--- config.mk ---
export PLATFORM = sky130hd
export DESIGN_NAME = touch_tap_longpress_classifier_flat
export DESIGN_NICKNAME = d
export VERILOG_FILES = /design/src/rtl/core/ttlc_pkg.sv /design/src/rtl/core/ttlc_sample_if.sv /design/src/rtl/core/ttlc_result_if.sv /design/src/rtl/core/ttlc_cfg_regs.sv /design/src/rtl/core/ttlc_in_stage.sv /design/src/rtl/core/ttlc_tracker.sv /design/src/rtl/core/ttlc_out_stage.sv /design/src/rtl/core/touch_tap_longpress_classifier.sv /design/src/flat_wrapper.sv
export VERILOG_INCLUDE_DIRS = /design/src /design/src/rtl/core
export SDC_FILE = /design/constraint.sdc
export NUM_CORES = 1
export LEC_CHECK = 0
export ABC_AREA = 1
export BUFFER_PORTS_ARGS = -buffer_cell sky130_fd_sc_hd__buf_2
export CAP_MARGIN = 30
export CORE_ASPECT_RATIO = 0.6
export CORE_MARGIN = 8
export CORE_UTILIZATION = 50
export CTS_CLUSTER_SIZE = 12
export DETAILED_ROUTE_END_ITERATION = 12
export PLACE_DENSITY = 0.75
export SYNTH_ARGS = -nofsm -noshare
export SYNTH_HDL_FRONTEND = slang
export SYNTH_HIERARCHICAL = 1
export SYNTH_SLANG_ARGS = --single-unit
--- constraint.sdc ---
create_clock -name clk -period 13.8 [get_ports clk]
set_input_delay 0.69 -clock clk [delete_from_list [all_inputs] [get_ports clk]]
set_output_delay 0.69 -clock clk [all_outputs]
set_load 0.05 [all_outputs]
--- src/rtl/core/assert_macros.svh ---
// Assertion macros for the touch classifier RTL.
// Included by files that check their own logic; needs nothing else.
`ifndef ASSERT_MACROS_SVH
`define ASSERT_MACROS_SVH

// Same-cycle implication, disabled during reset.
`define ASSERT_IMPLY(lbl, clk, rst, ante, cons) \
  lbl: assert property (@(posedge clk) disable iff (rst) (ante) |-> (cons)) \
    else $error("implication check failed");

// Next-cycle implication, disabled during reset.
`define ASSERT_NEXT(lbl, clk, rst, ante, cons) \
  lbl: assert property (@(posedge clk) disable iff (rst) (ante) |=> (cons)) \
    else $error("next-cycle check failed");

`endif

--- src/rtl/core/ttlc_pkg.sv ---
// Package for the touch tap / long-press classifier.
// Holds register widths, reset values, register indexes and gesture codes.
`timescale 1ns / 1ps
`default_nettype none

package ttlc_pkg;

  localparam int COORD_BITS_DEF = 12;
  localparam int TIME_BITS_DEF  = 32;

  localparam int TAP_TIME_W   = 16;
  localparam int MOVE_LIMIT_W = 12;
  localparam int LONG_PRESS_W = 16;
  localparam int CFG_DATA_W   = 16;
  localparam int CFG_INDEX_W  = 2;

  localparam logic [TAP_TIME_W-1:0]   TAP_TIME_RST   = 16'd400;
  localparam logic [MOVE_LIMIT_W-1:0] MOVE_LIMIT_RST = 12'd30;
  localparam logic [LONG_PRESS_W-1:0] LONG_PRESS_RST = 16'd800;

  typedef enum logic [CFG_INDEX_W-1:0] {
    CFG_TAP_TIME   = 2'd0,
    CFG_MOVE_LIMIT = 2'd1,
    CFG_LONG_PRESS = 2'd2
  } cfg_index_t;

  localparam logic GESTURE_TAP  = 1'b0;
  localparam logic GESTURE_LONG = 1'b1;

  typedef struct packed {
    logic [TAP_TIME_W-1:0]   tap_time_limit_ms;
    logic [MOVE_LIMIT_W-1:0] move_limit_px;
    logic [LONG_PRESS_W-1:0] long_press_ms;
  } cfg_t;

  // Flow control between the input register, the tracker and the result register.
  typedef struct packed {
    logic item_valid;
    logic take;
  } pipe_ctl_t;

endpackage

`default_nettype wire

--- src/rtl/core/ttlc_sample_if.sv ---
// Sample channel: valid/ready handshake carrying one polled touch sample.
// Widths follow COORD_BITS and TIME_BITS; no other dependencies.
`timescale 1ns / 1ps
`default_nettype none

interface ttlc_sample_if #(
  parameter int COORD_BITS = 12,
  parameter int TIME_BITS  = 32
);
  logic                  valid;
  logic                  ready;
  logic                  touched;
  logic [COORD_BITS-1:0] pos_x;
  logic [COORD_BITS-1:0] pos_y;
  logic [TIME_BITS-1:0]  now_ms;
  logic                  menu_open;

  modport source (output valid, touched, pos_x, pos_y, now_ms, menu_open, input ready);
  modport sink   (input valid, touched, pos_x, pos_y, now_ms, menu_open, output ready);
endinterface

`default_nettype wire

--- src/rtl/core/ttlc_result_if.sv ---
// Result channel: valid/ready handshake carrying one gesture report.
// Widths follow COORD_BITS; no other dependencies.
`timescale 1ns / 1ps
`default_nettype none

interface ttlc_result_if #(
  parameter int COORD_BITS = 12
);
  logic                  valid;
  logic                  ready;
  logic                  gesture;
  logic [COORD_BITS-1:0] tap_x;
  logic [COORD_BITS-1:0] tap_y;

  modport source (output valid, gesture, tap_x, tap_y, input ready);
  modport sink   (input valid, gesture, tap_x, tap_y, output ready);
endinterface

`default_nettype wire

--- src/rtl/core/ttlc_cfg_regs.sv ---
// Configuration registers for the touch classifier.
// Uses ttlc_pkg for widths, reset values and register indexes.
`timescale 1ns / 1ps
`default_nettype none

module ttlc_cfg_regs (
  input  wire logic                             clk,
  input  wire logic                             rst,
  input  wire logic                             cfg_we,
  input  wire logic [ttlc_pkg::CFG_INDEX_W-1:0] cfg_index,
  input  wire logic [ttlc_pkg::CFG_DATA_W-1:0]  cfg_data,
  output ttlc_pkg::cfg_t                        cfg
);
  import ttlc_pkg::*;

  always_ff @(posedge clk) begin
    if (rst) begin
      cfg.tap_time_limit_ms <= TAP_TIME_RST;
      cfg.move_limit_px     <= MOVE_LIMIT_RST;
      cfg.long_press_ms     <= LONG_PRESS_RST;
    end else if (cfg_we) begin
      case (cfg_index)
        CFG_TAP_TIME:   cfg.tap_time_limit_ms <= cfg_data[TAP_TIME_W-1:0];
        CFG_MOVE_LIMIT: cfg.move_limit_px     <= cfg_data[MOVE_LIMIT_W-1:0];
        CFG_LONG_PRESS: cfg.long_press_ms     <= cfg_data[LONG_PRESS_W-1:0];
        default: ;
      endcase
    end
  end

endmodule

`default_nettype wire

--- src/rtl/core/ttlc_in_stage.sv ---
// Input register: holds one sample until the tracker consumes it.
// Uses ttlc_pkg and the ttlc_sample_if sink modport.
`timescale 1ns / 1ps
`default_nettype none

module ttlc_in_stage #(
  parameter int COORD_BITS = ttlc_pkg::COORD_BITS_DEF,
  parameter int TIME_BITS  = ttlc_pkg::TIME_BITS_DEF
) (
  input  wire logic                  clk,
  input  wire logic                  rst,
  ttlc_sample_if.sink                sample,
  input  wire logic                  take,
  output logic                       item_valid,
  output logic                       touched,
  output logic [COORD_BITS-1:0]      pos_x,
  output logic [COORD_BITS-1:0]      pos_y,
  output logic [TIME_BITS-1:0]       now_ms,
  output logic                       menu_open
);
  import ttlc_pkg::*;

  logic load;

  assign sample.ready = !item_valid || take;
  assign load         = sample.valid && sample.ready;

  always_ff @(posedge clk) begin
    if (rst) begin
      item_valid <= 1'b0;
    end else if (sample.ready) begin
      item_valid <= sample.valid;
    end
  end

  always_ff @(posedge clk) begin
    if (load) begin
      touched   <= sample.touched;
      pos_x     <= sample.pos_x;
      pos_y     <= sample.pos_y;
      now_ms    <= sample.now_ms;
      menu_open <= sample.menu_open;
    end
  end

endmodule

`default_nettype wire

--- src/rtl/core/ttlc_tracker.sv ---
// Press tracker: keeps press state and classifies each held sample.
// Uses ttlc_pkg and assert_macros.svh.
`timescale 1ns / 1ps
`default_nettype none
`include "assert_macros.svh"

module ttlc_tracker #(
  parameter int COORD_BITS = ttlc_pkg::COORD_BITS_DEF,
  parameter int TIME_BITS  = ttlc_pkg::TIME_BITS_DEF
) (
  input  wire logic                  clk,
  input  wire logic                  rst,
  input  wire ttlc_pkg::cfg_t        cfg,
  input  wire ttlc_pkg::pipe_ctl_t   ctl,
  input  wire logic                  touched,
  input  wire logic [COORD_BITS-1:0] pos_x,
  input  wire logic [COORD_BITS-1:0] pos_y,
  input  wire logic [TIME_BITS-1:0]  now_ms,
  input  wire logic                  menu_open,
  output logic                       res_valid,
  output logic                       res_gesture,
  output logic [COORD_BITS-1:0]      res_x,
  output logic [COORD_BITS-1:0]      res_y
);
  import ttlc_pkg::*;

  localparam int CMP_W = (COORD_BITS > MOVE_LIMIT_W) ? COORD_BITS : MOVE_LIMIT_W;

  logic                  press_active;
  logic                  long_press_fired;
  logic [COORD_BITS-1:0] press_start_x;
  logic [COORD_BITS-1:0] press_start_y;
  logic [TIME_BITS-1:0]  press_start_ms;

  logic                  step;
  logic                  new_press;
  logic [TIME_BITS-1:0]  held;
  logic [COORD_BITS-1:0] dx;
  logic [COORD_BITS-1:0] dy;
  logic                  near;
  logic                  long_hit;
  logic                  tap_hit;

  assign step      = ctl.item_valid && ctl.take;
  assign new_press = !menu_open && touched && !press_active;
  assign held      = now_ms - press_start_ms;
  assign dx        = (pos_x >= press_start_x) ? pos_x - press_start_x : press_start_x - pos_x;
  assign dy        = (pos_y >= press_start_y) ? pos_y - press_start_y : press_start_y - pos_y;
  assign near      = (CMP_W'(dx) < CMP_W'(cfg.move_limit_px)) &&
                     (CMP_W'(dy) < CMP_W'(cfg.move_limit_px));

  assign long_hit = !menu_open && touched && press_active && !long_press_fired &&
                    (held >= TIME_BITS'(cfg.long_press_ms)) && near;
  assign tap_hit  = !menu_open && !touched && press_active && !long_press_fired &&
                    (held < TIME_BITS'(cfg.tap_time_limit_ms)) && near;

  assign res_valid   = step && (long_hit || tap_hit);
  assign res_gesture = long_hit ? GESTURE_LONG : GESTURE_TAP;
  assign res_x       = tap_hit ? pos_x : '0;
  assign res_y       = tap_hit ? pos_y : '0;

  always_ff @(posedge clk) begin
    if (rst) begin
      press_active     <= 1'b0;
      long_press_fired <= 1'b0;
    end else if (step) begin
      if (menu_open) begin
        press_active     <= 1'b0;
        long_press_fired <= 1'b0;
      end else if (new_press) begin
        press_active     <= 1'b1;
        long_press_fired <= 1'b0;
      end else if (touched) begin
        if (long_hit) begin
          long_press_fired <= 1'b1;
        end
      end else begin
        press_active <= 1'b0;
      end
    end
  end

  always_ff @(posedge clk) begin
    if (step && new_press) begin
      press_start_x  <= pos_x;
      press_start_y  <= pos_y;
      press_start_ms <= now_ms;
    end
  end

  `ASSERT_IMPLY(a_res_needs_press, clk, rst, res_valid, press_active && !long_press_fired)
  `ASSERT_NEXT(a_long_marks_fired, clk, rst, res_valid && res_gesture == GESTURE_LONG, long_press_fired && press_active)
  `ASSERT_NEXT(a_menu_clears, clk, rst, step && menu_open, !press_active && !long_press_fired)
  `ASSERT_NEXT(a_tap_ends_press, clk, rst, res_valid && res_gesture == GESTURE_TAP, !press_active)

endmodule

`default_nettype wire

--- src/rtl/core/ttlc_out_stage.sv ---
// Result register: holds one gesture report until the sink takes it.
// Uses ttlc_pkg and the ttlc_result_if source modport.
`timescale 1ns / 1ps
`default_nettype none

module ttlc_out_stage #(
  parameter int COORD_BITS = ttlc_pkg::COORD_BITS_DEF
) (
  input  wire logic                  clk,
  input  wire logic                  rst,
  input  wire logic                  load_valid,
  input  wire logic                  load_gesture,
  input  wire logic [COORD_BITS-1:0] load_x,
  input  wire logic [COORD_BITS-1:0] load_y,
  output logic                       take,
  ttlc_result_if.source              result
);
  import ttlc_pkg::*;

  assign take = !result.valid || result.ready;

  always_ff @(posedge clk) begin
    if (rst) begin
      result.valid <= 1'b0;
    end else if (take) begin
      result.valid <= load_valid;
    end
  end

  always_ff @(posedge clk) begin
    if (take && load_valid) begin
      result.gesture <= load_gesture;
      result.tap_x   <= load_x;
      result.tap_y   <= load_y;
    end
  end

endmodule

`default_nettype wire

--- src/rtl/core/touch_tap_longpress_classifier.sv ---
// Touch tap / long-press classifier, top level. One touch sample is
// transferred per clock cycle while the result register is not stalled; a
// gesture report, when the sample causes one, is registered in the input
// register and then in the result register, around a single pass of
// compare logic. Most samples cause no report. A stalled result holds the
// pipeline, but the input register still takes one more sample if it is
// empty. Register writes take effect the following cycle.
// Depends on ttlc_pkg, the two channel interfaces and the ttlc_* submodules.
`timescale 1ns / 1ps
`default_nettype none

module touch_tap_longpress_classifier #(
  parameter int COORD_BITS = ttlc_pkg::COORD_BITS_DEF,
  parameter int TIME_BITS  = ttlc_pkg::TIME_BITS_DEF
) (
  input  wire logic                             clk,
  input  wire logic                             rst,
  ttlc_sample_if.sink                           sample,
  ttlc_result_if.source                         result,
  input  wire logic                             cfg_we,
  input  wire logic [ttlc_pkg::CFG_INDEX_W-1:0] cfg_index,
  input  wire logic [ttlc_pkg::CFG_DATA_W-1:0]  cfg_data
);
  import ttlc_pkg::*;

  cfg_t                  cfg;
  pipe_ctl_t             ctl;
  logic                  take;
  logic                  item_valid;
  logic                  touched;
  logic [COORD_BITS-1:0] pos_x;
  logic [COORD_BITS-1:0] pos_y;
  logic [TIME_BITS-1:0]  now_ms;
  logic                  menu_open;
  logic                  res_valid;
  logic                  res_gesture;
  logic [COORD_BITS-1:0] res_x;
  logic [COORD_BITS-1:0] res_y;

  assign ctl.item_valid = item_valid;
  assign ctl.take       = take;

  ttlc_cfg_regs u_cfg_regs (
    .clk       (clk),
    .rst       (rst),
    .cfg_we    (cfg_we),
    .cfg_index (cfg_index),
    .cfg_data  (cfg_data),
    .cfg       (cfg)
  );

  ttlc_in_stage #(
    .COORD_BITS (COORD_BITS),
    .TIME_BITS  (TIME_BITS)
  ) u_in_stage (
    .clk        (clk),
    .rst        (rst),
    .sample     (sample),
    .take       (take),
    .item_valid (item_valid),
    .touched    (touched),
    .pos_x      (pos_x),
    .pos_y      (pos_y),
    .now_ms     (now_ms),
    .menu_open  (menu_open)
  );

  ttlc_tracker #(
    .COORD_BITS (COORD_BITS),
    .TIME_BITS  (TIME_BITS)
  ) u_tracker (
    .clk         (clk),
    .rst         (rst),
    .cfg         (cfg),
    .ctl         (ctl),
    .touched     (touched),
    .pos_x       (pos_x),
    .pos_y       (pos_y),
    .now_ms      (now_ms),
    .menu_open   (menu_open),
    .res_valid   (res_valid),
    .res_gesture (res_gesture),
    .res_x       (res_x),
    .res_y       (res_y)
  );

  ttlc_out_stage #(
    .COORD_BITS (COORD_BITS)
  ) u_out_stage (
    .clk          (clk),
    .rst          (rst),
    .load_valid   (res_valid),
    .load_gesture (res_gesture),
    .load_x       (res_x),
    .load_y       (res_y),
    .take         (take),
    .result       (result)
  );

endmodule

`default_nettype wire
--- src/flat_wrapper.sv ---
// flat-port wrapper written by rule: the top's interface ports become plain ports
module touch_tap_longpress_classifier_flat import ttlc_pkg::*;
#(
  parameter int COORD_BITS = ttlc_pkg::COORD_BITS_DEF,
  parameter int TIME_BITS  = ttlc_pkg::TIME_BITS_DEF
)
  (clk, rst, cfg_we, cfg_index, cfg_data, sample_valid, sample_touched, sample_pos_x, sample_pos_y, sample_now_ms, sample_menu_open, sample_ready, result_valid, result_gesture, result_tap_x, result_tap_y, result_ready);
  ttlc_sample_if #(.COORD_BITS(COORD_BITS), .TIME_BITS(TIME_BITS)) sample_i ();
  ttlc_result_if #(.COORD_BITS(COORD_BITS)) result_i ();
  input  wire logic clk;
  input  wire logic rst;
  input  wire logic cfg_we;
  input  wire logic [ttlc_pkg::CFG_INDEX_W-1:0] cfg_index;
  input  wire logic [ttlc_pkg::CFG_DATA_W-1:0] cfg_data;
  input wire logic [$bits(sample_i.valid)-1:0] sample_valid;
  input wire logic [$bits(sample_i.touched)-1:0] sample_touched;
  input wire logic [$bits(sample_i.pos_x)-1:0] sample_pos_x;
  input wire logic [$bits(sample_i.pos_y)-1:0] sample_pos_y;
  input wire logic [$bits(sample_i.now_ms)-1:0] sample_now_ms;
  input wire logic [$bits(sample_i.menu_open)-1:0] sample_menu_open;
  output wire logic [$bits(sample_i.ready)-1:0] sample_ready;
  output wire logic [$bits(result_i.valid)-1:0] result_valid;
  output wire logic [$bits(result_i.gesture)-1:0] result_gesture;
  output wire logic [$bits(result_i.tap_x)-1:0] result_tap_x;
  output wire logic [$bits(result_i.tap_y)-1:0] result_tap_y;
  input wire logic [$bits(result_i.ready)-1:0] result_ready;
  assign sample_i.valid = sample_valid;
  assign sample_i.touched = sample_touched;
  assign sample_i.pos_x = sample_pos_x;
  assign sample_i.pos_y = sample_pos_y;
  assign sample_i.now_ms = sample_now_ms;
  assign sample_i.menu_open = sample_menu_open;
  assign sample_ready = sample_i.ready;
  assign result_valid = result_i.valid;
  assign result_gesture = result_i.gesture;
  assign result_tap_x = result_i.tap_x;
  assign result_tap_y = result_i.tap_y;
  assign result_i.ready = result_ready;
  touch_tap_longpress_classifier #(.COORD_BITS(COORD_BITS), .TIME_BITS(TIME_BITS)) u_core (.clk(clk), .rst(rst), .sample(sample_i), .result(result_i), .cfg_we(cfg_we), .cfg_index(cfg_index), .cfg_data(cfg_data));
endmodule
Word-level counts from Yosys, hierarchy flattened
Cells that the tools add are included.
Widths: inputs -> output; s select.
{"block": "totals", "register_bits": 187, "inputBits": 81, "output_inout_bits": 27, "elab_cells": 76}
{"block": "classes", "n_addsub": 5, "magnitude_cmp": 6, "n_eq_ne": 3, "n_mux": 10, "n_reduce_logical": 34}
{"cell": "$sub 12x12->12", "n": 4}
{"cell": "$ge 32x16->1", "n": 1}
{"cell": "$lt 32x16->1", "n": 1}
{"cell": "$sub 32x32->32", "n": 1}
{"cell": "$ge 12x12->1", "n": 2}
{"cell": "$lt 12x12->1", "n": 2}
{"cell": "$mux 12", "n": 2}
{"cell": "$logic_and 1x1->1", "n": 17}
{"cell": "$mux 1", "n": 8}
{"cell": "$reduce_and 2->1", "n": 4}
{"cell": "$logic_not 1->1", "n": 6}
{"cell": "$reduce_bool 3->1", "n": 2}
{"cell": "$logic_or 1x1->1", "n": 3}
{"cell": "$ne 3x2->1 const B", "n": 1}
{"cell": "$reduce_and 3->1", "n": 1}
{"cell": "$eq 2x1->1 const B", "n": 1}
{"cell": "$eq 2x2->1 const B", "n": 1}
{"cell": "$logic_not 2->1", "n": 1}

Longest topological paths before layout
Gate-level depths: netlist (run 1).
{"block": "logic_depth", "depth_word": 10, "mapped_depth": 25, "mapped_depth_nobuf": 25}

Modules after synthesis
The synthesis (run 1) kept the hierarchy.
{"mod": "ttlc_tracker", "n_inst": 1, "cells_per_inst": 1270, "area_each_um2": 8403.1, "seq_area_each_um2": 1721.7}
{"mod": "ttlc_cfg_regs", "n_inst": 1, "cells_per_inst": 267, "area_each_um2": 1824.2, "seq_area_each_um2": 880.8}
{"mod": "ttlc_in_stage", "n_inst": 1, "cells_per_inst": 64, "area_each_um2": 1789.2, "seq_area_each_um2": 1761.7}
{"mod": "ttlc_out_stage", "n_inst": 1, "cells_per_inst": 31, "area_each_um2": 798.3, "seq_area_each_um2": 770.7}

Worst setup path after synthesis (run 1)
Ideal clock, no wire load.
{"block": "synth_path", "path_kind": "input port to flip-flop", "from": "in result_ready", "to": "reg u_core.u_tracker.press_start_ms[0], enable pin", "setup_ps": 539, "arrival_ps": 4809, "required_ps": 13261, "slack_ps": 8452, "path_stages": 4, "path_buffers": 0, "cell_sequence": "inv_2 -> nand2_2 -> nand2_1 -> nor3_1"}
{"block": "synth_between", "elab_chain_len": 3}
{"element": "start, declared", "line_no": "flat_wrapper.sv:26", "source": "input wire logic [$bits(result_i.ready)-1:0] result_ready;"}
{"element": "$logic_or 1x1->1", "line_no": "ttlc_out_stage.sv:20", "source": "assign take = !result.valid || result.ready;"}
{"element": "named net u_core.take", "line_no": "touch_tap_longpress_classifier.sv:28", "source": "logic take;"}
{"element": "$logic_and 1x1->1", "line_no": "ttlc_tracker.sv:44", "source": "assign step = ctl.item_valid && ctl.take;"}
{"element": "$logic_and 1x1->1", "line_no": "ttlc_tracker.sv:84", "source": "if (step && new_press) begin"}
{"element": "end signal, assigned", "line_no": "ttlc_tracker.sv:87", "source": "press_start_ms <= now_ms;"}
{"element": "end, declared", "line_no": "ttlc_tracker.sv:33", "source": "logic [TIME_BITS-1:0] press_start_ms;"}
The timed path passes the listed nets, and every way through them passes these cells.
A chain may end at the register's enable or synchronous reset.

Worst setup path after layout (run 1)
{"block": "layout_path", "from": "reg u_core.u_in_stage.pos_y[9]", "to": "reg u_core.u_out_stage.result.tap_x[7], enable pin"}
{"block": "layout_between", "elab_chain_len": 8, "word_cells_on_any_way": 11, "classes_between": "add/sub: 2; order compare: 2; mux: 1; reduce/logical: 6"}
{"element": "start, declared", "line_no": "ttlc_in_stage.sv:17", "source": "output logic [COORD_BITS-1:0] pos_y,"}
{"element": "start signal, assigned", "line_no": "ttlc_in_stage.sv:40", "source": "pos_y <= sample.pos_y;"}
{"element": "$sub 12x12->12 or $ge 12x12->1 (tied branches)", "line_no": "ttlc_tracker.sv:48", "source": "assign dy = (pos_y >= press_start_y) ? pos_y - press_start_y : press_start_y - pos_y;"}
{"element": "$mux 12 (*)", "line_no": "ttlc_tracker.sv:48"}
{"element": "$lt 12x12->1 (*)", "line_no": "ttlc_tracker.sv:50", "source": "(CMP_W'(dy) < CMP_W'(cfg.move_limit_px));"}
{"element": "$logic_and 1x1->1 (*)", "line_no": "ttlc_tracker.sv:49", "source": "assign near = (CMP_W'(dx) < CMP_W'(cfg.move_limit_px)) &&"}
{"element": "$logic_and 1x1->1 (on tied branches)", "line_no": "ttlc_tracker.sv:53, ttlc_tracker.sv:55"}
{"element": "$logic_or 1x1->1 (*)", "line_no": "ttlc_tracker.sv:57", "source": "assign res_valid = step && (long_hit || tap_hit);"}
{"element": "$logic_and 1x1->1 (*)", "line_no": "ttlc_tracker.sv:57"}
{"element": "named net u_core.res_valid", "line_no": "touch_tap_longpress_classifier.sv:35", "source": "logic res_valid;"}
{"element": "$logic_and 1x1->1 (*)", "line_no": "ttlc_out_stage.sv:31", "source": "if (take && load_valid) begin"}
{"element": "end signal, assigned", "line_no": "ttlc_out_stage.sv:33", "source": "result.tap_x <= load_x;"}
{"element": "end, declared", "line_no": "ttlc_result_if.sv:15", "source": "modport source (output valid, gesture, tap_x, tap_y, input ready);"}
The timed path passes the listed nets; every way through them passes the cells marked *.

==> results of run 1 <==
-- metal layers --
| metal | track usage [%] | wire, um | vias to the layer above |
|---|---|---|---|
| met3 | 6.48 | 3470 | 27 |
| met1 | 34.4 | 17800 | 4952 |
| li1 | - | - | 5391 |
| met4 | 4.45 | 275 | 2 |
| met5 | 0 | 13 | - |
| met2 | 29.6 | 13200 | 386 |
-- worst reg2reg max path: stages (launching register included) --
cell,delay [ns]
edfxtp_1,0.39
inv_1,0.09
ha_1,0.37
a21o_1,0.22
a221oi_1,0.31
o31a_1,0.20
nand3_1,0.38
clkinv_1,0.36
nand2_1,0.09
nand2_1,0.08
xor2_1,0.15
inv_1,0.06
ha_1,0.29
nand2_1,0.06
inv_1,0.03
o21ai_0,0.14
a21oi_1,0.09
a211oi_1,0.45
nand2_1,0.20
nor4_1,0.33
nand2_1,0.13
a21oi_1,0.16
inv_1,0.09
a21oi_2,0.11
buf_4,0.36
-- sequential cells by signal (all words and copies together), names as in the netlist --
register	flops
u_core/u_out_stage/result.tap_x	12
u_core/u_out_stage/result.valid	1
u_core/u_tracker/press_start_y	12
u_core/u_tracker/press_start_ms	32
u_core/u_in_stage/item_valid	1
u_core/u_in_stage/pos_y	12
u_core/u_tracker/press_active	1
u_core/u_out_stage/result.tap_y	12
u_core/u_tracker/long_press_fired	1
u_core/u_in_stage/now_ms	32
u_core/u_in_stage/touched	1
u_core/u_tracker/press_start_x	12
u_core/u_cfg_regs/cfg	44
u_core/u_in_stage/pos_x	12
u_core/u_out_stage/result.gesture	1
u_core/u_in_stage/menu_open	1
-- area by class of cell --
type	count	area share, %
sequential	187	35.9
clock inverter	8	0.376
inverter	372	9.76
timing repair buffer	115	4.39
multi-input combinational	1050	43.1
clock buffer	24	3.54
tap	329	2.88
-- metrics by stage --
stage                     area [sq um]  std cells  power (mW)  hold slack [ns]
after CTS                        14300       2085        1.51            0.382
after global placement           13700       2051        1.01            0.435
after global routing             14300       2085        1.59            0.385
final                            14300       2085        1.50            0.407
after detailed placement         13700       2053        1.03            0.440
after floorplan                  12800       1632       0.918            0.426
-- kinds of logic (layout without fill, tap and decap cells) --
kind of cell / after synthesis / in the layout
AND/OR/NAND/NOR: 704 / 704
buffers and inverters: 395 / 519
flip-flops: 187 / 187
AO/OA/AOI/OAI: 170 / 170
adder cells (fa/ha/maj): 135 / 135
XOR/XNOR: 38 / 38
multiplexers: 3 / 3
-- worst paths after layout --
check                              start                                 end  slack [ns]  cells after the start
min                      sample_pos_y[5]          u_core/u_in_stage/pos_y[5]        0.41                      1
max reg2reg   u_core/u_in_stage/pos_y[9]  u_core/u_out_stage/result.tap_x[7]        8.33                     24
min reg2reg  u_core/u_in_stage/now_ms[0]  u_core/u_tracker/press_start_ms[0]        0.45                      0
max           u_core/u_in_stage/pos_y[9]  u_core/u_out_stage/result.tap_x[7]        8.33                     24
-- power breakdown --
| group | switching, mW | internal (mW) | total [mW] |
|---|---|---|---|
| Combinational | 0.245 | 0.133 | 0.378 |
| Sequential | 0.0158 | 0.631 | 0.647 |
| Clock | 0.220 | 0.259 | 0.480 |
| Total | 0.481 | 1.02 | 1.50 |
-- layout by cell type (no fill, tap or decap), types with 3 or more instances in the layout --
cell type,n
o21ai_0,34
fa_1,5
nor2_1,123
xor2_1,23
nand2_2,13
buf_4,6
dfxtp_1,48
nand2_1,420
nor3_2,24
a21oi_1,97
nor3b_1,4
a211oi_1,8
ha_1,130
and2_1,3
nand4_1,22
edfxtp_1,139
xnor2_1,15
o221ai_1,3
buf_2,107
nor3_1,5
inv_4,5
o21bai_1,4
inv_2,8
a21oi_2,3
nand3_1,65
a21o_1,3
nand3_2,5
clkbuf_16,19
a221oi_1,6
nor2_2,14
inv_1,362
==> flow_metrics.tcl, run 1 <==
set metrics [dict create \
    end_kind "register" \
    dr.first_iter.drc_count 1209 \
    first_global_vias 10100 \
    crit_family "compound AO/OA/AOI/OAI gates" \
    wire_per_inst_um 16.7 \
    synth_top_cell_area_share_pct 32.6 \
    p_leak_nw 7.47 \
    antenna_found_initial 1 \
    ant_nets 0 \
    max_stage_delay_ns 0.45 \
    drive_gt1_share_pct 12.5 \
    dieArea_sq_mm 0.0312 \
    vias 10800 \
    synth_edf_count 139 \
    seq_area_sq_mm 0.00513 \
    yosysMostFrequentCell "nand2_1" \
    cp_data_required_time_ns 13.91 \
    cp-start-kind "register" \
    yosys-top-cells-count "nand2_1 (420), inv_1 (362), edfxtp_1 (139), ha_1 (130), nor2_1 (124)" \
    grt_overflow 0 \
    drv_cap 0 \
    synth-main-ff-cell "edfxtp_1" \
    multi_input_area_sq_mm 0.00617 \
    grt_pass1_wl_mm 54.6 \
    synth-xor-area-share_pct 2.60 \
    ys_types 47 \
    status "complete, no violations" \
    ir_drop_mv 0.0734 \
    crit_fanout 25 \
    syn2layout_area_growth_pct 11.6 \
    synth.avg_cell_area_sq_um 7.85 \
    period_minus_slack_ns 5.47 \
    worst_path_max_delay_cell "a211oi_1" \
    postCtsSetupBuffers 0 \
    synthMuxAreaShare_pct 0.254 \
    drtPass1Iterations 5 \
    pre_cts_ws_ns 8.48 \
    postCtsHoldBufs 0 \
    via_per_inst 5.16 \
    fillCellCount 2355 \
    rsz0062_at_grt "false" \
    io_pins 108 \
    synth_largest_area_cell "edfxtp_1" \
    syn-cell-area_sq_mm 0.0128 \
    clock_latency_ns 0.45 \
    fin_crit_sh_pct 39.6 \
    powerDensity_mw_per_mm2 105 \
    row_count 45 \
    die_w_um 223 \
    cts_max_level 4 \
    tritoncts "built" \
    place_hpwl_mm 27.6 \
    cts_root_buf "clkbuf_16" \
    yosys_warnings 6 \
    crit_top_cell "nand2_1" \
    syn_inst 1632 \
    skew_ns 0.0118 \
    tightest_slew_ns 0.712 \
    fin_tns_setup_ns 0 \
    worst-path-buf-inv 6 \
    synth_fp_nets 1848 \
    hp-class "input port to register" \
    synth-simple-area-share_pct 24.2 \
    ys_seq_area_share_pct 40.1 \
    synthAdderAreaFrac_pct 13.5 \
    fmax_mhz 183 \
    worstPathArrival_ns 5.58 \
    grt_max_degree 40 \
    hold_viol_final 0 \
    finalWirelength_mm 34.8 \
    clkTransAtPathRegs_ns 0.07 \
    clk_path_buf_depth 2 \
    ys_ff_latch 187 \
    synth_compound_area_share_pct 7.49 \
    design.core.area_sq_mm 0.0252 \
    cts_resized 0 \
    die_h_um 140 \
    numCtsBuffers 17 \
    grt_usage_pct 22.2 \
    crit_type "register to register" \
    utilization_pct 56.7 \
    gp_congestion 0.997 \
    finalWorstSetupSlack_ns 8.33 \
    diodes 0 \
    layout.nets 1959 \
    async_flop_share_pct 0 \
    start_util_pct 50.8 \
    synthTopCellsByArea "edfxtp_1 (33%), ha_1 (13%), nand2_1 (12%), inv_1 (11%), dfxtp_1 (7.5%)" \
    drc 0 \
    numPortBuffers 107 \
    setup_viol 0 \
    cts_sinks 187 \
    crit_chain "inv_1, ha_1, a21o_1, a221oi_1, o31a_1, nand3_1, clkinv_1, nand2_1, nand2_1, xor2_1, inv_1, ha_1, nand2_1, inv_1, o21ai_0, a21oi_1, a211oi_1, nand2_1, nor4_1, nand2_1, a21oi_1, inv_1, a21oi_2, buf_4" \
    synth_top_family_by_area "simple AND/OR/NAND/NOR gates" \
    drv_slew 0 \
    slew_headroom_pct 52.4 \
]
No activity file was read; power rests on OpenSTA's default activity.
==> run 2, diff against run 1 <==
--- a/config.mk
+++ b/config.mk
@@ -14,7 +14,7 @@
 export CORE_UTILIZATION = 50
 export CTS_CLUSTER_SIZE = 12
 export DETAILED_ROUTE_END_ITERATION = 12
-export PLACE_DENSITY = 0.75
+export PLACE_DENSITY = 0.77
 export SYNTH_ARGS = -nofsm -noshare
 export SYNTH_HDL_FRONTEND = slang
 export SYNTH_HIERARCHICAL = 1
==> constraint.sdc (replaced) <==
create_clock -name clk -period 4.8 [get_ports clk]
set_input_delay 0.24 -clock clk [delete_from_list [all_inputs] [get_ports clk]]
set_output_delay 0.24 -clock clk [all_outputs]
set_load 0.05 [all_outputs]
==> run 2 against run 1 <==
Compared with the run above: sequential share of layout area down 2.7 points; clock skew fell by 0.0021 ns; largest cell class unchanged; core utilization grew 4.7 points; largest power group unchanged; maximum frequency up 17%; cell area grew 8.2%; critical endpoint is now u_core/u_out_stage/result.tap_x[8]; flip-flop and latch count stayed put; register-to-register slack worse by 8.2 ns; global-route usage decreased by 0.59 points; clock power increased to 3.3 times the previous value; highest routed layer unchanged; setup slack lost 8.2 ns.
==> flow_metrics.tcl, run 2 (synthesis gave the netlist of run 1 again) <==
set metrics [dict create \
    drtPass1Iterations 6 \
    io_pins 108 \
    numPortBuffers 107 \
    antenna_found_initial 3 \
    layout.nets 2056 \
    fillCellCount 2240 \
    wl_met1_mm 17.5 \
    grt_max_degree 45 \
    slew_headroom_pct 49.1 \
    drv_slew 0 \
    cts_max_level 4 \
    clock_latency_ns 0.45 \
    wl_met3_mm 3.30 \
    grt_usage_pct 21.6 \
    finalInstanceArea_sq_mm 0.0155 \
    period_minus_slack_ns 4.66 \
    start_util_pct 50.8 \
    crit_fanout 6 \
    regMostFlops "u_core/u_cfg_regs/cfg" \
    reg2reg_depth 26 \
    dr.first_iter.drc_count 1103 \
    first_global_vias 10100 \
    place_inst 2071 \
    finalNonFillerCells 2183 \
    dieArea_sq_mm 0.0312 \
    fin_crit_sh_pct 97.1 \
    numCtsBuffers 17 \
    place_hpwl_mm 26.3 \
    cp-start-kind "register" \
    p_leak_nw 7.95 \
    tightest_slew_ns 0.761 \
    row_count 45 \
    die_w_um 223 \
    cts_root_buf "clkbuf_16" \
    clkTransAtPathRegs_ns 0.07 \
    grt_overflow 0 \
    wire_per_inst_um 15.8 \
    finalPower_mw 4.63 \
    hold_viol_final 0 \
    powerDensity_mw_per_mm2 299 \
    die_h_um 140 \
    top_layer_used "met5" \
    ir_drop_mv 0.236 \
    cp_data_required_time_ns 4.97 \
    whs_path_depth 3 \
    clk_path_buf_depth 2 \
    dr_wl_met2_mm 13.4 \
    gp_congestion 0.947 \
    hp-class "input port to register" \
    worstPathArrival_ns 4.83 \
    via_per_inst 5.10 \
    pre_cts_ws_ns 0.146 \
    seq_area_sq_mm 0.00513 \
    crit_type "register to register" \
    multi_input_area_sq_mm 0.00633 \
    end_kind "register" \
    grt_pass1_wl_mm 53.6 \
    setup_viol 0 \
    tritoncts "built" \
    design.core.area_sq_mm 0.0252 \
    largest_reg_flops 44 \
    ant_nets 0 \
    place_area_sq_mm 0.0139 \
    skew_ns 0.00970 \
    finalWirelength_mm 34.6 \
    finalWorstSetupSlack_ns 0.137 \
    reg.largest.list "u_core/u_cfg_regs/cfg: 44 flops, u_core/u_in_stage/now_ms: 32 flops, u_core/u_tracker/press_start_ms: 32 flops" \
    fmax_mhz 214 \
    drc 0 \
    layout_commonest_cell "nand2_1" \
    vias 11100 \
    status "complete, no violations" \
    syn2layout_area_growth_pct 20.8 \
    drive_gt1_share_pct 15.7 \
    drv_cap 0 \
    cts_sinks 187 \
    mostFrequentLayoutCells "nand2_1 (418), inv_1 (359), edfxtp_1 (139), ha_1 (124), nor2_1 (120)" \
]
run 2: metal layers:
layer	GRT usage [%]	up-vias
met5	0	-
met4	5.32	4
met3	6.73	29
met2	28.6	401
met1	33.0	5109
li1	-	5590
run 2: repair_timing:
| action | CTS | global route |
|---|---|---|
| buffers inserted | 0 | 18 |
| setup endpoints to repair | 0 | 26 |
| hold endpoints to repair | 58 | 0 |
| hold buffers | 58 | 0 |
| gates resized for setup | 0 | 51 |
run 2: stage by stage:
step,TNS [ns],util (%),hold WS [ns]
4_1_cts,0,59.9,0.0106
5_1_grt,-3.05,61.4,0.0314
3_3_place_gp,0,55.0,0.416
3_5_place_dp,0,55.1,0.418
6_report,0,61.4,0.0393
2_1_floorplan,0,-,0.302
run 2: layout make-up:
| class | count | area share (%) |
|---|---|---|
| clock buffers | 18 | 2.77 |
| repair buffers | 212 | 10.0 |
| flip-flops and latches | 187 | 33.2 |
| diodes | 1 | 0.0162 |
| inverters | 372 | 9.05 |
| well taps | 329 | 2.66 |
| multi-input cells | 1050 | 40.9 |
| clock inverters | 14 | 1.38 |
run 2: worst paths after layout:
path | startpoint | end | slack, ns
setup / recovery | u_core/u_in_stage/pos_y[5] | u_core/u_out_stage/result.tap_x[8] | 0.14
hold / removal | cfg_data[13] | u_core/u_cfg_regs/cfg[13] | 0.04
setup reg to reg | u_core/u_in_stage/pos_y[5] | u_core/u_out_stage/result.tap_x[8] | 0.14
hold reg to reg | u_core/u_cfg_regs/cfg[17] | u_core/u_cfg_regs/cfg[17] | 0.46
run 2: critical path, stage by stage, from the launching register on:
cell        delay [ns]
edfxtp_1          0.38
inv_1             0.09
ha_1              0.33
a21oi_1           0.10
nor2_1            0.09
nor2_1            0.06
o31a_1            0.31
nand3_4           0.11
clkinvlp_4        0.14
buf_2             0.18
buf_4             0.14
buf_4             0.12
nand2_1           0.04
nand2_1           0.05
ha_1              0.29
a21oi_2           0.17
o21ai_1           0.12
a211oi_2          0.28
buf_4             0.17
nand2_2           0.09
buf_4             0.16
nor3b_2           0.16
nand4_1           0.11
a21oi_1           0.14
inv_1             0.10
a21oi_4           0.24
clkbuf_16         0.21
run 2: power breakdown:
| part | switching (mW) | internal [mW] |
|---|---|---|
| Clock | 0.635 | 0.926 |
| Combinational | 0.736 | 0.472 |
| Sequential | 0.0459 | 1.81 |
| Total | 1.42 | 3.21 |
==> run 3, diff against run 2 <==
--- a/config.mk
+++ b/config.mk
@@ -10,7 +10,6 @@
 export BUFFER_PORTS_ARGS = -buffer_cell sky130_fd_sc_hd__buf_2
 export CAP_MARGIN = 30
 export CORE_ASPECT_RATIO = 0.6
-export CORE_MARGIN = 8
 export CORE_UTILIZATION = 50
 export CTS_CLUSTER_SIZE = 12
 export DETAILED_ROUTE_END_ITERATION = 12
==> run 3 against run 2 <==
Compared with the run above: cell area decreased by 0.64%; core utilization increased by 0.99 points; clock skew down 0.0021 ns; cell count fell by 1.1%; sequential power hardly changed; combinational power is essentially flat; register-to-register slack worse by 0.02 ns; maximum frequency decreased by 0.43%; first-iteration DRC count increased by 2.4%; setup slack worse by 0.020 ns; highest routed layer is now met4.
==> flow_metrics.tcl, run 3 (synthesis gave the netlist of run 1 again) <==
set metrics [dict create \
    vias 11100 \
    crit_chain "inv_1, ha_2, a21oi_1, o21ai_0, nand2_1, nand4_4, buf_12, o21ai_0, xor2_1, inv_1, ha_1, a21oi_1, o21ai_0, a211oi_1, nand2_1, nor4_2, nand2_1, a21oi_2, inv_2, a21oi_4, clkbuf_16" \
    layout_commonest_cell "nand2_1" \
    grt_pass1_wl_mm 53.9 \
    reg2reg_from "u_core/u_in_stage/pos_x[7]" \
    largest_reg_flops 44 \
    slew_headroom_pct 50.4 \
    design.core.area_sq_mm 0.0247 \
    regMostFlops "u_core/u_cfg_regs/cfg" \
    hold_viol_final 0 \
    diodes 0 \
    gp_congestion 0.972 \
    fmax_mhz 214 \
    clkTransAtPathRegs_ns 0.07 \
    numCtsBuffers 17 \
    finalWirelength_mm 34.5 \
    hp-class "input port to register" \
    finalInstanceArea_sq_mm 0.0154 \
    tightest_slew_ns 0.743 \
    ir_drop_mv 0.182 \
    ant_nets 0 \
    crit_type "register to register" \
    fillCellCount 2175 \
    regToRegSetupSlack_ns 0.12 \
    tritoncts "built" \
    die_w_um 209 \
    wire_per_inst_um 16.0 \
    cts_max_level 4 \
    drv_cap 0 \
    place_area_sq_mm 0.0139 \
    grt_usage_pct 26.6 \
    mostFrequentLayoutCells "nand2_1 (418), inv_1 (356), edfxtp_1 (139), nor2_1 (121), ha_1 (119)" \
    end_kind "register" \
    crit_path_start "u_core/u_in_stage/pos_x[7]" \
    drive_gt1_share_pct 15.2 \
    die_h_um 126 \
    utilization_pct 62.3 \
    max_stage_delay_ns 0.41 \
    seq_area_sq_mm 0.00513 \
    p_leak_nw 7.86 \
    crit_path_end "u_core/u_out_stage/result.gesture" \
    layout.nets 2041 \
    dr.first_iter.drc_count 1130 \
    cp-start-kind "register" \
    first_global_vias 10200 \
    r2r_end "u_core/u_out_stage/result.gesture" \
    status "complete, no violations" \
    grt_max_degree 40 \
    dieArea_sq_mm 0.0263 \
    hold_start "cfg_data[14]" \
    io_pins 108 \
    drc 0 \
    row_count 44 \
    start_util_pct 52.0 \
    powerDensity_mw_per_mm2 298 \
    syn2layout_area_growth_pct 20.0 \
    skew_ns 0.00762 \
    fin_crit_sh_pct 97.6 \
    antenna_found_initial 0 \
    cp_data_required_time_ns 4.97 \
    cts_root_buf "clkbuf_16" \
    via_per_inst 5.16 \
    finalPower_mw 4.58 \
    numPortBuffers 107 \
    drtPass1Iterations 6 \
    reg2reg_depth 21 \
    reg.largest.list "u_core/u_cfg_regs/cfg: 44 flops, u_core/u_in_stage/now_ms: 32 flops, u_core/u_tracker/press_start_ms: 32 flops" \
    crit_fanout 10 \
    drv_slew 0 \
    worst_path_max_delay_cell "edfxtp_1" \
    clock_latency_ns 0.45 \
    multi_input_area_sq_mm 0.00637 \
    worstPathArrival_ns 4.86 \
    period_minus_slack_ns 4.68 \
    cts_sinks 187 \
    place_hpwl_mm 26.4 \
    setup_viol 0 \
    clk_path_buf_depth 2 \
    grt_overflow 0 \
]
## run 3: report_power, final
part	internal, mW	switching, mW	total, mW
clock	0.879	0.649	1.53
combinational	0.461	0.736	1.20
sequential	1.81	0.0460	1.86
## run 3: worst max-delay path, delay by kind of cell (launching register included)
kind | cells | cell delay, ns
XOR/XNOR | 1 | 0.20
AO/OA/AOI/OAI | 8 | 1.53
buffers and inverters | 5 | 0.66
flip-flops | 1 | 0.41
AND/OR/NAND/NOR | 5 | 0.95
adder cells (fa/ha/maj) | 2 | 0.64
## run 3: per-layer routing
metal / vias up / track usage, % / part of all wire [%]
met5: - / 0 / 0
met4: 0 / 4.41 / 0.63
met3: 18 / 7.46 / 9.2
met2: 415 / 35.4 / 38
met1: 5161 / 42.3 / 52
li1: 5553 / - / -
## run 3: worst min-delay path by stage
stage | end | slack, ns | cells after the start
2_1_floorplan | u_core/u_in_stage/item_valid | 0.30 | 1
3_3_place_gp | u_core/u_in_stage/now_ms[29] | 0.42 | 1
3_5_place_dp | u_core/u_in_stage/pos_x[3] | 0.42 | 1
4_1_cts | u_core/u_cfg_regs/cfg[14] | 0.001 | 3
5_1_grt | u_core/u_out_stage/result.valid | 0.03 | 2
6_report | u_core/u_cfg_regs/cfg[14] | 0.02 | 3
## run 3: area by class of cell
| cell class | count | area share, % |
|---|---|---|
| timing repair buffer | 196 | 9.35 |
| sequential | 187 | 33.4 |
| inverter | 372 | 9.10 |
| clock buffer | 24 | 3.42 |
| multi-input combinational | 1050 | 41.4 |
| timing repair inverter | 1 | 0.0325 |
| clock inverter | 8 | 0.667 |
| tap | 322 | 2.62 |
## run 3: what timing repair did
item / 4_1_cts / 5_1_grt
buffers inserted: 0 / 6
hold endpoints to repair: 58 / 0
hold buffers: 58 / 0
gates resized for setup: 0 / 53
setup endpoints to repair: 0 / 28
## run 3: stage by stage
stage	setup TNS [ns]	setup slack [ns]	hold slack (ns)	instances
4_1_cts	0	0.195	0.00119	2151
3_5_place_dp	0	0.220	0.418	2061
2_1_floorplan	0	0.211	0.302	1632
6_report	0	0.117	0.0201	2160
5_1_grt	-2.69	-0.126	0.0328	2160
3_3_place_gp	0	0.285	0.416	2059
